**config.mk**
```make
export PLATFORM = sky130hd
export DESIGN_NAME = hbgct_fifo
export DESIGN_NICKNAME = d
export VERILOG_FILES = /design/src/rtl/hashed_byte_gram_count_table_assert.svh /design/src/rtl/hbgct_pkg.sv /design/src/rtl/hbgct_fifo.sv
export SDC_FILE = /design/constraint.sdc
export NUM_CORES = 1
export LEC_CHECK = 0
export BUFFER_PORTS_ARGS = -buffer_cell sky130_fd_sc_hd__buf_2
export CORE_UTILIZATION = 45
export DETAILED_ROUTE_END_ITERATION = 16
export GPL_TIMING_DRIVEN = 0
export PLACE_DENSITY_LB_ADDON = 0.1
export SYNTH_ARGS = -nofsm -noshare
export SYNTH_HDL_FRONTEND = slang
export SYNTH_SLANG_ARGS = --single-unit
```
**constraint.sdc**
```tcl
create_clock -name clk -period 1.8 [get_ports clk]
set_input_delay 0.09 -clock clk [delete_from_list [all_inputs] [get_ports clk]]
set_output_delay 0.09 -clock clk [all_outputs]
set_load 0.02 [all_outputs]
```
**src/rtl/hashed_byte_gram_count_table_assert.svh**
```systemverilog
// assertion macros for the hashed byte-gram counting table
// used by the top level only; expects clk and rst_n in scope
`ifndef HASHED_BYTE_GRAM_COUNT_TABLE_ASSERT_SVH
`define HASHED_BYTE_GRAM_COUNT_TABLE_ASSERT_SVH

// same-cycle implication, disabled during reset
`define HBGCT_ASSERT_NOW(label, ante, cons) \
    label: assert property (@(posedge clk) disable iff (!rst_n) (ante) |-> (cons)) \
        else $error("hbgct assertion failed");

// next-cycle implication, disabled during reset
`define HBGCT_ASSERT_NEXT(label, ante, cons) \
    label: assert property (@(posedge clk) disable iff (!rst_n) (ante) |=> (cons)) \
        else $error("hbgct assertion failed");

`endif

```
**src/rtl/hbgct_pkg.sv**
```systemverilog
// shared types and constants for the hashed byte-gram counting table
// no dependencies
package hbgct_pkg;

    localparam int INDEX_BITS = 17;
    localparam int COUNT_BITS = 32;
    localparam int TABLE_DEPTH = 1 << INDEX_BITS;

    localparam logic [31:0] SEED_RESET = 32'd54334561;
    // lookup3 initial constant plus key length of 4
    localparam logic [31:0] LOOKUP3_INIT = 32'hDEADBEF3;

    localparam logic [COUNT_BITS-1:0] COUNT_MAX = {COUNT_BITS{1'b1}};

    localparam logic [1:0] REQ_SPAM     = 2'd0;
    localparam logic [1:0] REQ_HAM      = 2'd1;
    localparam logic [1:0] REQ_CLASSIFY = 2'd2;

    typedef struct packed {
        logic [1:0]            req;
        logic [INDEX_BITS-1:0] idx;
    } work_item_t;

    function automatic logic [31:0] rotl32(input logic [31:0] v, input int unsigned k);
        return (v << k) | (v >> (32 - k));
    endfunction

endpackage

```
**src/rtl/hbgct_fifo.sv**
```systemverilog
// two-entry queue of hashed work items between front and back
// depends on hbgct_pkg
module hbgct_fifo
    import hbgct_pkg::*;
(
    input  logic       clk,
    input  logic       rst_n,
    input  logic       push,
    input  work_item_t push_item,
    output logic       full,
    input  logic       pop,
    output work_item_t head_item,
    output logic       empty
);

    work_item_t  entry_reg [2];
    logic        wr_ptr_reg, wr_ptr_next;
    logic        rd_ptr_reg, rd_ptr_next;
    logic [1:0]  count_reg, count_next;
    logic        do_push, do_pop;

    assign full      = (count_reg == 2'd2);
    assign empty     = (count_reg == 2'd0);
    assign do_push   = push && !full;
    assign do_pop    = pop && !empty;
    assign head_item = entry_reg[rd_ptr_reg];

    always_comb
    begin
        wr_ptr_next = do_push ? !wr_ptr_reg : wr_ptr_reg;
        rd_ptr_next = do_pop ? !rd_ptr_reg : rd_ptr_reg;
        count_next  = count_reg + 2'(do_push) - 2'(do_pop);
    end

    always_ff @(posedge clk or negedge rst_n)
    begin
        if (!rst_n)
        begin
            wr_ptr_reg <= 1'b0;
            rd_ptr_reg <= 1'b0;
            count_reg  <= 2'd0;
        end
        else
        begin
            wr_ptr_reg <= wr_ptr_next;
            rd_ptr_reg <= rd_ptr_next;
            count_reg  <= count_next;
        end
    end

    always_ff @(posedge clk)
    begin
        if (do_push)
        begin
            entry_reg[wr_ptr_reg] <= push_item;
        end
    end

endmodule

```
# Word-level counts from Yosys, hierarchy flattened
# Memory sizes are Yosys's and may differ from the RTL's.
# Cells that the tools add are included.
# W data, S select, Z words.
# totals
ff_bits	4
mem_bits_rw	38
in_bits	23
out_inout_bits	21
word_cells	16
memories	1
# mem_list
name	depth	width	rd	rd_ports_with_merged_regs	write_ports	line	text
entry_reg	2	19	1	0	1	hbgct_fifo.sv:16	work_item_t entry_reg [2];
# op_classes
n_addsub	2
eq_ne	1
n_mux	2
reduce_logical	7
# ops
operator	n
$logic_not A1 Y1	4
$add A2 B1 Y2	1
$eq A2 B2 Y1 const B	1
$logic_and A1 B1 Y1	2
$logic_not A2 Y1	1
$mux W1	2
$sub A2 B1 Y2	1

# Depth between registers and ports, before layout
# depth
ltp_word	5
mapped_depth	7
mapped_depth_nobuf	7

# Worst setup path before layout
# OpenSTA, ideal clock, no wires.
# synth_timing
path_type	reg-to-reg
startpoint	reg count_reg[1]
endpoint	mem entry_reg[0][0] in the netlist's numbering, enable pin
setup_time_ps	395
arrival_time_ps	1414
required_time_ps	1405
setup_slack_ps	-8
path_stages_with_launch	4
path_buffers	0
period_less_slack_ps	1808
cell_sequence	dfrtp_1 -> nand2b_1 -> nand2_1 -> nor2_1
# synth_between
elab_chain_cells	5
# synth_rtl
item	line	text
start: declaration	hbgct_fifo.sv:19	logic [1:0] count_reg, count_next;
start signal: assignment	hbgct_fifo.sv:47	count_reg <= count_next;
$eq A2 B2 Y1	hbgct_fifo.sv:22	assign full = (count_reg == 2'd2);
$logic_not A1 Y1	hbgct_fifo.sv:24	assign do_push = push && !full;
$logic_and A1 B1 Y1	hbgct_fifo.sv:24	
$mux W1	hbgct_fifo.sv:53	if (do_push)
$mux W1 (implied by the code)	hbgct_fifo.sv:55	entry_reg[wr_ptr_reg] <= push_item;
end: declaration	hbgct_fifo.sv:16	
# No other way between the ends.

# Worst setup path after layout
# layout_timing
startpoint	reg count_reg[1]
endpoint	reg count_reg[1]
# layout_between
elab_chain_cells	5
elab_cells_between_ends	8
cone_classes	add/sub (2); eq/ne (1); reduce/logical (5)
# layout_rtl
item	line	text
$eq A2 B2 Y1	hbgct_fifo.sv:22	
$logic_not A1 Y1	hbgct_fifo.sv:24	
$logic_and A1 B1 Y1	hbgct_fifo.sv:24	
$add A2 B1 Y2	hbgct_fifo.sv:32	count_next = count_reg + 2'(do_push) - 2'(do_pop);
$sub A2 B1 Y2 (*)	hbgct_fifo.sv:32	
via count_next[1]	hbgct_fifo.sv:19	
# The timed path passes the listed nets; every way through them passes the cells marked *.
# A chain may end at the register's enable or synchronous reset.

==> results by stage <==
STA:
- The peak clock frequency supported by timing is 628 MHz.
- The worst max-slew margin expressed relative to the limit is 63.0%.
- The final hold violation count was 0.
- After routing, the total negative slack on setup checks comes to 0 ns.
- The number of max-slew violations in the final report is 0.
- The clock period could shrink to 1.59 ns.
- Dividing the final minimum period by the clock period gives 88.5%.
- Setup repair after global routing left no endpoint under its margin.
- Across the routed clock network, the largest skew measured is 0.00982 ns.
- For the pin with the worst max-slew slack, the measured transition is 0.554 ns.
- The setup-violating endpoint count in the final report is 0.

Clock tree:
- The latest clock arrival within the worst-skew pair is 0.34 ns.
- TritonCTS built the clock tree.
- No sink is reached through more buffers than the 2 on the longest clock path.
- Clock tree synthesis found a total of 42 sinks.
- Buffers added to address setup during post-CTS repair amount to 0.
- The H-tree level count is 2.
- The buffer type at the clock tree root is clkbuf_4.
- After clock tree synthesis, the clock-pin slew on the worst setup and hold paths is 0.11 ns.
- In this run, CTS created clock tree buffers numbering 5.

Cells and area:
- Compared with the post-synthesis result, the final layout area differs by 35.5%.
- Leaving out fill and tap cells, the most frequent cells in the layout are buf_2, edfxtp_1, dlygate4sd3_1, mux2_2, clkbuf_4.
- In the final layout, the share of cells above drive strength 1 is 50.7%.
- The net count of the finished layout is 172.
- Leaving out fill and tap cells, the most frequent cell in the layout is buf_2.
- The count of antenna diodes in the layout is 0.
- After filler insertion, the fill cell instance count of the layout stands at 276.
- For this run, the share of the core covered by cells in the final layout is 63.9%.
- The register with the most flip-flops in the layout has 38 of them.

Power and ir drop:
- The proportion of power drawn by combinational gates is 37.4%.
- The share of total power dissipated in sequential elements is 44.8%.
- For this design the ratio of total power to cell area is 1490 mW/mm².
- For this design the total switching power over the nets is 1.03 mW.
- Across the VDD grid, the largest voltage drop is 0.770 mV.
- The clock network fraction of design power is 17.8%.
- The standby leakage power is 0.842 nW.
- The internal power consumption is 2.14 mW.
- The fraction of power spent switching nets is 32.5%.

Yosys:
- Sequential cells were found to cover 78.9% of the synthesized design area.
- The post-synthesis instance area is 0.00157 mm².
- The count of mapped cells out of synthesis is 77.
- The synthesized netlist contains 14 unique library cells.
- The synthesized design contains 42 register bits.
- The total nets after synthesis is 102.
- The Yosys warning count is 0.
- The mean area per synthesized cell is 20.4 µm².

Min path:
- The tightest min-delay check is of the in2async type.

Setup path:
- STA puts the critical path data required time at 2.06 ns.
- The worst setup path is captured at a flip-flop.
- The critical path arrival is 1.86 ns.
- Of all nets on the critical path, the largest fanout is 3.
- The kind of critical path is reg2reg.
- STA classifies the critical path startpoint as a flip-flop.

Global routing:
- The first global-routing pass estimated 3.48 mm of wire.
- The maximum number of pins on one net before global-route repair is 20.
- The number of global-route vias before repair came to 823.
- Summed over all layers, the global routing overflow is 0.
- The initial antenna violation count is 0.
- For this run, the total global-route usage over all layers was measured as 14.2%.

Floorplan:
- The x dimension of the die is 61.1 µm.
- The height of the die is 61.1 µm.
- During I/O placement, the number of pins put on the boundary was 44.
- The number of placement rows is 21.
- The total die area is 0.00374 mm².
- The total area inside the core boundary comes to 0.00334 mm².
- Once the floorplan was initialized, standard cells occupied 47.2% of the core.

Routing:
- Dividing the detail-routed via count by the number of cells gives 4.48.
- The DRC violation total after the first TritonRoute iteration is 20.
- The final wirelength is 2.37 mm.
- The total via count in the routed design is 869.
- The routed length per placed instance is 12.2 µm.
- The count of nets left with antenna violations once routing finished came out at 0.
- The first-pass iteration count of the detailed router is 2.
- After detailed routing, the number of remaining DRC violations is 0.

Flow run:
- The total of max-cap violations is 0.

Place:
- The count of input and output buffers is 43.
- The last weighted congestion value of the routability-driven placer is 0.726.

Status:
- The run finished with clean final reports.
per-layer routing:
layer / vias up / track usage [%] / share of wire [%]
met5: - / 0 / 0
met4: 0 / 9.74 / 2.1
met3: 5 / 4.83 / 4.5
met2: 28 / 23.8 / 51
met1: 403 / 15.3 / 43
li1: 433 / - / -
through the flow:
step,std cells,setup WS (ns),total power [mW],hold slack [ns],instance area [µm²]
global placement,166,-0.00688,2.58,-0.101,1850
CTS,194,0.0534,3.23,0.0502,2130
global route,194,0.0676,3.37,0.0599,2130
finish,194,0.207,3.18,0.0755,2130
floorplan,77,0.106,2.27,-0.206,1580
detailed placement,166,-0.0504,2.62,-0.101,1850
worst max-delay path, stage by stage, from the launching register on:
cell and delay, ns:
dfrtp_1 0.43, nand2b_1 0.12, nand2_1 0.14, ha_1 0.31, inv_1 0.03, ha_1 0.17, xnor2_1 0.18, xnor2_1 0.14
cells in the mapped netlist:
library cell	number	area share (%)
nor2_1	2	0.48
nand2b_1	1	0.40
and3_1	1	0.40
nand2_1	1	0.24
xnor2_1	3	1.7
mux2_2	19	14
ha_1	2	1.6
dfrtp_1	4	6.4
buf_6	1	0.72
edfxtp_1	38	72
buf_4	1	0.48
nor2b_2	1	0.56
inv_1	2	0.48
xor2_1	1	0.56
power by group through the flow:
stage / clock [mW] / combinational, mW / sequential [mW]
global route: 0.623 / 1.30 / 1.45
detailed placement: 0 / 1.17 / 1.44
floorplan: 0 / 0.851 / 1.42
finish: 0.566 / 1.19 / 1.42
global placement: 0 / 1.15 / 1.43
CTS: 0.587 / 1.21 / 1.43
worst paths after layout:
kind	start	end	slack, ns	cells after the start
min in group clk	pop	rd_ptr_reg$_DFFE_PN0P_	0.10	3
worst max register to register	count_reg[1]$_DFF_PN0_	count_reg[1]$_DFF_PN0_	0.21	7
worst max-delay path	count_reg[1]$_DFF_PN0_	count_reg[1]$_DFF_PN0_	0.21	7
max in group asynchronous	rst_n	count_reg[0]$_DFF_PN0_	1.60	2
worst min-delay path	rst_n	wr_ptr_reg$_DFFE_PN0P_	0.08	2
worst min register to register	count_reg[1]$_DFF_PN0_	count_reg[1]$_DFF_PN0_	0.53	1
timing repair:
action / CTS / global route
endpoints found under the hold margin: 42 / 0
cloned: 0 / 0
resized for setup: 1 / 1
hold buffers: 20 / 0
setup endpoints to repair: 19 / 19
layout make-up:
type / count / area [µm²] / area share (%)
Timing Repair Buffer: 63 / 415 / 19.5
Clock buffer: 5 / 37.5 / 1.76
Buffer: 2 / 18.8 / 0.880
Multi-Input combinational cell: 31 / 315 / 14.8
Tap cell: 46 / 57.6 / 2.70
Sequential cell: 42 / 1240 / 58.2
Inverter: 2 / 7.51 / 0.352
Clock inverter: 3 / 40.0 / 1.88
kinds of logic after synthesis:
logic type | count (synthesis) | synth area share [%]
flops | 42 | 78.9
simple gates | 6 | 2.07
xor+xnor | 4 | 2.23
mux | 19 | 13.6
buf+inv | 4 | 1.67
fa+ha+maj | 2 | 1.59
Power figures use the tool's default switching activity.
