==> config.mk <==
export PLATFORM = sky130hd
export DESIGN_NAME = hbgct_front
export DESIGN_NICKNAME = d
export VERILOG_FILES = /design/src/rtl/hashed_byte_gram_count_table_assert.svh /design/src/rtl/hbgct_pkg.sv /design/src/rtl/hbgct_front.sv
export SDC_FILE = /design/constraint.sdc
export NUM_CORES = 1
export LEC_CHECK = 0
export ABC_AREA = 1
export BUFFER_PORTS_ARGS = -buffer_cell sky130_fd_sc_hd__buf_2
export CAP_MARGIN = 20
export CORE_MARGIN = 2
export CORE_UTILIZATION = 40
export DETAILED_ROUTE_END_ITERATION = 10
export PLACE_DENSITY = 0.64
export SLEW_MARGIN = 5
export SYNTH_ARGS = -nofsm -noshare
export SYNTH_HDL_FRONTEND = slang
export SYNTH_SLANG_ARGS = --single-unit
==> constraint.sdc <==
create_clock -name clk -period 6.8 [get_ports clk]
set_clock_uncertainty 0.1 [all_clocks]
set_input_delay 0.68 -clock clk [delete_from_list [all_inputs] [get_ports clk]]
set_output_delay 0.68 -clock clk [all_outputs]
set_load 0.05 [all_outputs]
==> src/rtl/hashed_byte_gram_count_table_assert.svh <==
// assertion macros for the hashed byte-gram counting table
// used by the top level only; expects clk and rst_n in scope
`ifndef HASHED_BYTE_GRAM_COUNT_TABLE_ASSERT_SVH
`define HASHED_BYTE_GRAM_COUNT_TABLE_ASSERT_SVH

// same-cycle implication, disabled during reset
`define HBGCT_ASSERT_NOW(label, ante, cons) \
    label: assert property (@(posedge clk) disable iff (!rst_n) (ante) |-> (cons)) \
        else $error("hbgct assertion failed");

// next-cycle implication, disabled during reset
`define HBGCT_ASSERT_NEXT(label, ante, cons) \
    label: assert property (@(posedge clk) disable iff (!rst_n) (ante) |=> (cons)) \
        else $error("hbgct assertion failed");

`endif

==> src/rtl/hbgct_pkg.sv <==
// shared types and constants for the hashed byte-gram counting table
// no dependencies
package hbgct_pkg;

    localparam int INDEX_BITS = 17;
    localparam int COUNT_BITS = 32;
    localparam int TABLE_DEPTH = 1 << INDEX_BITS;

    localparam logic [31:0] SEED_RESET = 32'd54334561;
    // lookup3 initial constant plus key length of 4
    localparam logic [31:0] LOOKUP3_INIT = 32'hDEADBEF3;

    localparam logic [COUNT_BITS-1:0] COUNT_MAX = {COUNT_BITS{1'b1}};

    localparam logic [1:0] REQ_SPAM     = 2'd0;
    localparam logic [1:0] REQ_HAM      = 2'd1;
    localparam logic [1:0] REQ_CLASSIFY = 2'd2;

    typedef struct packed {
        logic [1:0]            req;
        logic [INDEX_BITS-1:0] idx;
    } work_item_t;

    function automatic logic [31:0] rotl32(input logic [31:0] v, input int unsigned k);
        return (v << k) | (v >> (32 - k));
    endfunction

endpackage

==> src/rtl/hbgct_front.sv <==
// front end: takes input items, shifts the byte window and runs the lookup3 hash
// one mixing step per cycle; depends on hbgct_pkg
module hbgct_front
    import hbgct_pkg::*;
(
    input  logic        clk,
    input  logic        rst_n,
    input  logic        cfg_wr_en,
    input  logic [31:0] cfg_wr_data,
    input  logic        in_valid,
    output logic        in_ready,
    input  logic [1:0]  in_req,
    input  logic        in_start,
    input  logic [7:0]  in_byte,
    output logic        push,
    output work_item_t  push_item,
    input  logic        q_full
);

    typedef enum logic [3:0] {
        F_IDLE, F_INIT, F_KEY,
        F_MIX1, F_MIX2, F_MIX3, F_MIX4, F_MIX5, F_MIX6, F_MIX7,
        F_PUSH
    } front_state_t;

    front_state_t state_reg, state_next;
    logic [31:0]  seed_reg, seed_next;
    logic [31:0]  window_reg, window_next;
    logic [1:0]   req_reg, req_next;
    logic [31:0]  a_reg, a_next;
    logic [31:0]  b_reg, b_next;
    logic [31:0]  c_reg, c_next;

    assign in_ready       = (state_reg == F_IDLE);
    assign push           = (state_reg == F_PUSH) && !q_full;
    assign push_item.req  = req_reg;
    assign push_item.idx  = c_reg[INDEX_BITS-1:0];

    always_comb
    begin
        state_next  = state_reg;
        seed_next   = cfg_wr_en ? cfg_wr_data : seed_reg;
        window_next = window_reg;
        req_next    = req_reg;
        a_next      = a_reg;
        b_next      = b_reg;
        c_next      = c_reg;
        unique case (state_reg)
            F_IDLE:
            begin
                if (in_valid)
                begin
                    // message start drops the old bytes before the shift
                    window_next = (in_start ? 32'd0 : (window_reg << 8)) | {24'd0, in_byte};
                    req_next    = in_req;
                    state_next  = F_INIT;
                end
            end
            F_INIT:
            begin
                a_next     = LOOKUP3_INIT + seed_reg;
                b_next     = LOOKUP3_INIT + seed_reg;
                c_next     = LOOKUP3_INIT + seed_reg;
                state_next = F_KEY;
            end
            F_KEY:
            begin
                a_next     = a_reg + window_reg;
                state_next = F_MIX1;
            end
            F_MIX1:
            begin
                c_next     = (c_reg ^ b_reg) - rotl32(b_reg, 14);
                state_next = F_MIX2;
            end
            F_MIX2:
            begin
                a_next     = (a_reg ^ c_reg) - rotl32(c_reg, 11);
                state_next = F_MIX3;
            end
            F_MIX3:
            begin
                b_next     = (b_reg ^ a_reg) - rotl32(a_reg, 25);
                state_next = F_MIX4;
            end
            F_MIX4:
            begin
                c_next     = (c_reg ^ b_reg) - rotl32(b_reg, 16);
                state_next = F_MIX5;
            end
            F_MIX5:
            begin
                a_next     = (a_reg ^ c_reg) - rotl32(c_reg, 4);
                state_next = F_MIX6;
            end
            F_MIX6:
            begin
                b_next     = (b_reg ^ a_reg) - rotl32(a_reg, 14);
                state_next = F_MIX7;
            end
            F_MIX7:
            begin
                c_next     = (c_reg ^ b_reg) - rotl32(b_reg, 24);
                state_next = F_PUSH;
            end
            F_PUSH:
            begin
                if (!q_full)
                begin
                    state_next = F_IDLE;
                end
            end
            default:
            begin
                state_next = F_IDLE;
            end
        endcase
    end

    always_ff @(posedge clk or negedge rst_n)
    begin
        if (!rst_n)
        begin
            state_reg  <= F_IDLE;
            seed_reg   <= SEED_RESET;
            window_reg <= 32'd0;
        end
        else
        begin
            state_reg  <= state_next;
            seed_reg   <= seed_next;
            window_reg <= window_next;
        end
    end

    always_ff @(posedge clk)
    begin
        req_reg <= req_next;
        a_reg   <= a_next;
        b_reg   <= b_next;
        c_reg   <= c_next;
    end

endmodule

# Word level (Yosys, flattened, before mapping)

Cells that the tools add are included.
Widths: inputs -> output; s select.

Memory bits (read-only): 0
Memory bits (writable): 0
Memories kept: 0
Word-level logic and storage cells: 54
Bits in registers: 166
Latch bits: 0

Add/sub/neg operators: 9
Reductions and logical operators: 8
$lt $le $gt $ge: 0
Div/mod/pow operators: 0
Bitwise operators: 11
Shifts and indexed selects: 0
Multiplexer cells: 7
Equality and inequality tests: 12
Multipliers: 0

Operators by type and width:

| cell                   | count |
|---|---|
| $pmux 32 s4            | 2 |
| $sub 32x32->32         | 7 |
| $pmux 32 s3            | 1 |
| $xor 32x32->32         | 3 |
| $or 32x14->32          | 2 |
| $pmux 4 s11            | 1 |
| $add 32x32->32         | 1 |
| $add 32x32->32 const A | 1 |
| $mux 32                | 1 |
| $or 32x11->32          | 1 |
| $or 32x16->32          | 1 |
| $or 32x24->32          | 1 |
| $or 32x25->32          | 1 |
| $or 32x4->32           | 1 |
| $or 32x8->32           | 1 |
| $eq 4x3->1 const B     | 4 |
| $eq 4x4->1 const B     | 3 |
| $eq 4x2->1 const B     | 2 |
| $mux 4                 | 2 |
| $reduce_bool 4->1      | 2 |
| $eq 4x1->1 const B     | 1 |
| $logic_not 4->1        | 1 |
| $ne 2x2->1 const B     | 2 |
| $reduce_and 2->1       | 2 |
| other kinds (3)        | 3 |

# Longest topological paths before layout

Depth in word-level cells: 3
Depth in mapped cells: 22
Gate-level depth less buffers: 22

# Least setup slack after synthesis

Ideal clock, no wire load.

Kind: reg2reg
Start: reg state_reg[3]
End: reg a_reg[8], data pin
Path buffers: 2
Library setup time: 0.259 ns
Arrival time: 2.821 ns
Slack: 3.619 ns
Stages on the path, launching flop included: 18
Period minus slack after synthesis: 3.181 ns
Required time: 6.441 ns
Cells stage by stage: dfrtp_1 > inv_1 > nand2_1 > inv_1 > nand2_1 > buf_2 > buf_2 > o21ai_0 > ha_1 > inv_1 > fa_1 > nand3_1 > nand3_1 > nand2_1 > nand2_1 > or2_2 > nand3_1 > nand3_1

Word-level cells in the longest chain between the ends: 2
Elaborated cells between the ends (all ways): 5

Ends and longest elaborated chain:

| what                                     | RTL line           | source |
|---|---|---|
| from (decl)                              | hbgct_front.sv:26  | `front_state_t state_reg, state_next;` |
| from (signal assigned)                   | hbgct_front.sv:130 | `state_reg <= state_next;` |
| $eq 4x3->1, or another cell as far along | hbgct_front.sv:48  | `unique case (state_reg)` |
| $pmux 32 s4 *                            | hbgct_front.sv:48  |  |
| net a_next[8]                            | hbgct_front.sv:30  | `logic [31:0] a_reg, a_next;` |
| to (signal assigned)                     | hbgct_front.sv:139 | `a_reg <= a_next;` |
| to (decl)                                | hbgct_front.sv:30  |  |

The timed path passes the listed nets; every way through them passes the cells marked *.
A chain may end at the register's enable or synchronous reset.

# Final worst setup path

Start: reg state_reg[3]
End: reg a_reg[14], data pin

Same word-level chain as after synthesis.

==> summary.md <==
| Metric | Value |
|---|---|
| PortBufs | `68` |
| Vias | `20500` |
| Relative slew slack | `0.265` |
| Starting DRT DRC Count | `roughly 2400` |
| Worst-Skew Late Latency | `slightly above 0.5 ns` |
| Clk root buf | `clkbuf_16` |
| Sink Count | `approximately 170` |
| CTS max path bufs | `2` |
| Yosys Warn Count | `0` |
| Detail Placement HPWL | `64.5 mm` |
| Yosys top cell by area | `nand2_1` |
| Synth top area share | `0.216` |
| # nets final | `about 3400` |
| First-pass GRT wire length | `between 100 and 150 mm` |
| GRT Overall Usage | `0.316` |
| Share of layout cells above drive strength 1 | `0.0493` |
| CTS tree | `built` |
| Setup crit start kind | `register` |
| HP Class | `in -> async` |
| P&R area growth vs syn | `7.06%` |
| Unrepaired setup endpoints after global routing | `false` |
| Syn nets | `~3300` |
| CP Max Fanout | `60` |
| # rows | `80` |
| Largest cells by area after synthesis | `nand2_1 22%, edfxtp_1 15%, inv_1 10%, ha_1 8.2%, dfrtp_1 7.2%` |
| Slew Limit Fails | `0` |
| Core area | `about 0.048 sq mm` |
| Internal reg-to-reg setup slack | `2.86 ns` |
| Largest net degree at the start of global routing | `69` |
| #FFs+latches synth | `between 150 and 200` |
| CTS HTree Levels | `4` |
| Cells after Synth | `around 3200` |
| Avg Inst Size Synth | `6.11 sq um` |
| Critical Path End Type | `register` |
| Remaining DRCs | `0` |
| Die Ht | `approximately 220 um` |
| Reg2reg path depth | `15` |
| Initial antenna violation count | `2` |
| Fmax | `254 MHz` |
| Routed wire per std cell | `slightly above 20 um` |
| Number of buffers added for setup after CTS | `0` |
| Initial Util | `0.405` |
| # setup viols final | `0` |
| Setup_tns | `0 ns` |
| Netlist cell types | `46` |
| Post-route ant nets | `0` |
| DIE WIDTH | `between 200 and 250 um` |
| Asr flop ratio synth | `0.410` |
| Diode count | `0` |
| CTS hold repair buffers | `0` |
| Placer Congestion | `roughly 1.0` |
| DR vias/cell | `~5.4` |
| Number of synthesized flops with an enable pin | `between 90 and 100` |
| CTS buffer count | `17` |
| Fin. Hold Viols | `0` |
| Outcome | `finished, final reports clean` |
| Remaining Overflow, GRT | `0` |
| Pre-antenna DRT Iters | `6` |
| Crit path required time | `roughly 6.9 ns` |
| Most used DFF post-synth | `edfxtp_1` |
| Register area share after synthesis | `0.241` |
| Worst EP arrival | `roughly 4.1 ns` |
| Vias in the first global route | `about 19000` |
| Die area | `roughly 0.05 sq mm` |
| Slew @ Worst Pin | `about 1.1 ns` |
| Crit share post-route | `0.579` |
| Minimum clock period | `between 3 and 4 ns` |
| I/O Pins | `between 60 and 70` |
| Max-cap violations | `0` |
| Critical setup path kind | `reg -> reg` |
| Cell Area, Synth | `0.0193 sq mm` |
| Register clock-pin slew on the reported worst setup and hold paths | `around 0.080 ns` |
| CTS-repair resized insts | `0` |
| DRT Wirelength | `~80 mm` |
[Yosys cell counts (5+ instances only)]
master	number
a21oi_1	151
clkbuf_1	24
o21ai_0	165
buf_4	22
o22ai_1	25
and2_1	5
edfxtp_1	98
o21ai_1	7
nand2_1	1111
o211ai_1	10
o21bai_1	10
o31ai_1	9
a221oi_1	5
mux2i_1	16
xnor2_1	26
nand3b_1	21
nor3_1	25
or2_2	18
nor2_2	6
buf_2	16
nand4_1	26
dfstp_2	12
inv_1	526
nand3_1	264
ha_1	127
nor2_1	226
dfrtp_1	56
xor2_1	119
[worst max-delay path: stages (launching register included)]
cell	delay, ns
dfrtp_1	0.40
inv_1	0.11
nand2_1	0.13
inv_1	0.16
nand2_2	0.59
o21ai_0	0.52
ha_1	0.21
inv_1	0.05
fa_1	0.47
nand2_1	0.10
nand3_1	0.13
nand2_1	0.11
nand2_1	0.09
or2_2	0.28
nand3_1	0.08
o211ai_1	0.10
[cell usage in the layout (no fill, tap or decap), types with 5 or more instances in the layout]
master / n
nand2_1: 1109
inv_1: 526
nand3_1: 264
nor2_1: 226
o21ai_0: 165
a21oi_1: 151
ha_1: 127
xor2_1: 119
edfxtp_1: 98
buf_2: 68
dfrtp_1: 56
xnor2_1: 26
nand4_1: 26
o22ai_1: 25
nor3_1: 25
nand3b_1: 21
or2_2: 18
clkbuf_16: 18
mux2i_1: 16
dfstp_2: 12
o211ai_1: 10
o21bai_1: 10
o31ai_1: 9
buf_4: 9
o21ai_1: 7
nor2_2: 6
nand2_2: 5
and2_1: 5
a221oi_1: 5
inv_6: 5
[logic make-up (layout without fill, tap and decap cells)]
kind of cell | Yosys count | count (layout) | share of synthesized area
multiplexers | 18 | 18 | 0.00945
buffers and inverters | 601 | 642 | 0.124
AO/OA/AOI/OAI | 392 | 392 | 0.109
flip-flops | 166 | 166 | 0.241
XOR/XNOR | 145 | 145 | 0.0657
adder cells (fa/ha/maj) | 131 | 131 | 0.0863
AND/OR/NAND/NOR | 1714 | 1714 | 0.364
[final cells by class]
type | count | area (sq um)
sequential | 166 | 4660
timing repair buffer | 78 | 419
inverter | 532 | 2000
clock inverter | 12 | 106
fill | 5197 | 27000
tap | 615 | 769
multi-input combinational | 2400 | 12300
clock buffer | 20 | 458
[final timing paths]
| check | start | endpoint |
|---|---|---|
| hold / removal | rst_n | seed_reg[31]$_DFFE_PN0P_ |
| max in group asynchronous | rst_n | window_reg[24]$_DFFE_PN0P_ |
| hold reg to reg | state_reg[0]$_DFFE_PN0P_ | state_reg[0]$_DFFE_PN0P_ |
| setup reg to reg | state_reg[3]$_DFFE_PN0P_ | a_reg[14]$_DFFE_PP_ |
| min in group clk | in_req[1] | req_reg[1]$_DFFE_PP_ |
| setup / recovery | state_reg[3]$_DFFE_PN0P_ | a_reg[14]$_DFFE_PP_ |
[metal layers]
| layer | vias up | GRT usage | share of wire |
|---|---|---|---|
| li1 | 10100 | - | - |
| met1 | 9224 | 0.436 | 0.43 |
| met2 | 958 | 0.457 | 0.41 |
| met3 | 170 | 0.0721 | 0.10 |
| met4 | 2 | 0.165 | 0.057 |
| met5 | - | 0 | 0.00017 |
[per-stage QoR]
stage	instance area (sq um)	setup slack [ns]	instances	utilization	hold slack [ns]
after floorplan	19300	3.62	3167	-	0.284
after global placement	20100	3.01	3790	0.422	0.371
after detailed placement	20100	2.95	3790	0.422	0.374
after CTS	20700	2.93	3822	0.433	0.218
after global routing	20700	2.53	3823	0.434	0.229
final	20700	2.86	3823	0.434	0.246
Power is not shown: default switching activity piles up to over one toggle a cycle in this logic, so the estimate is an artifact.
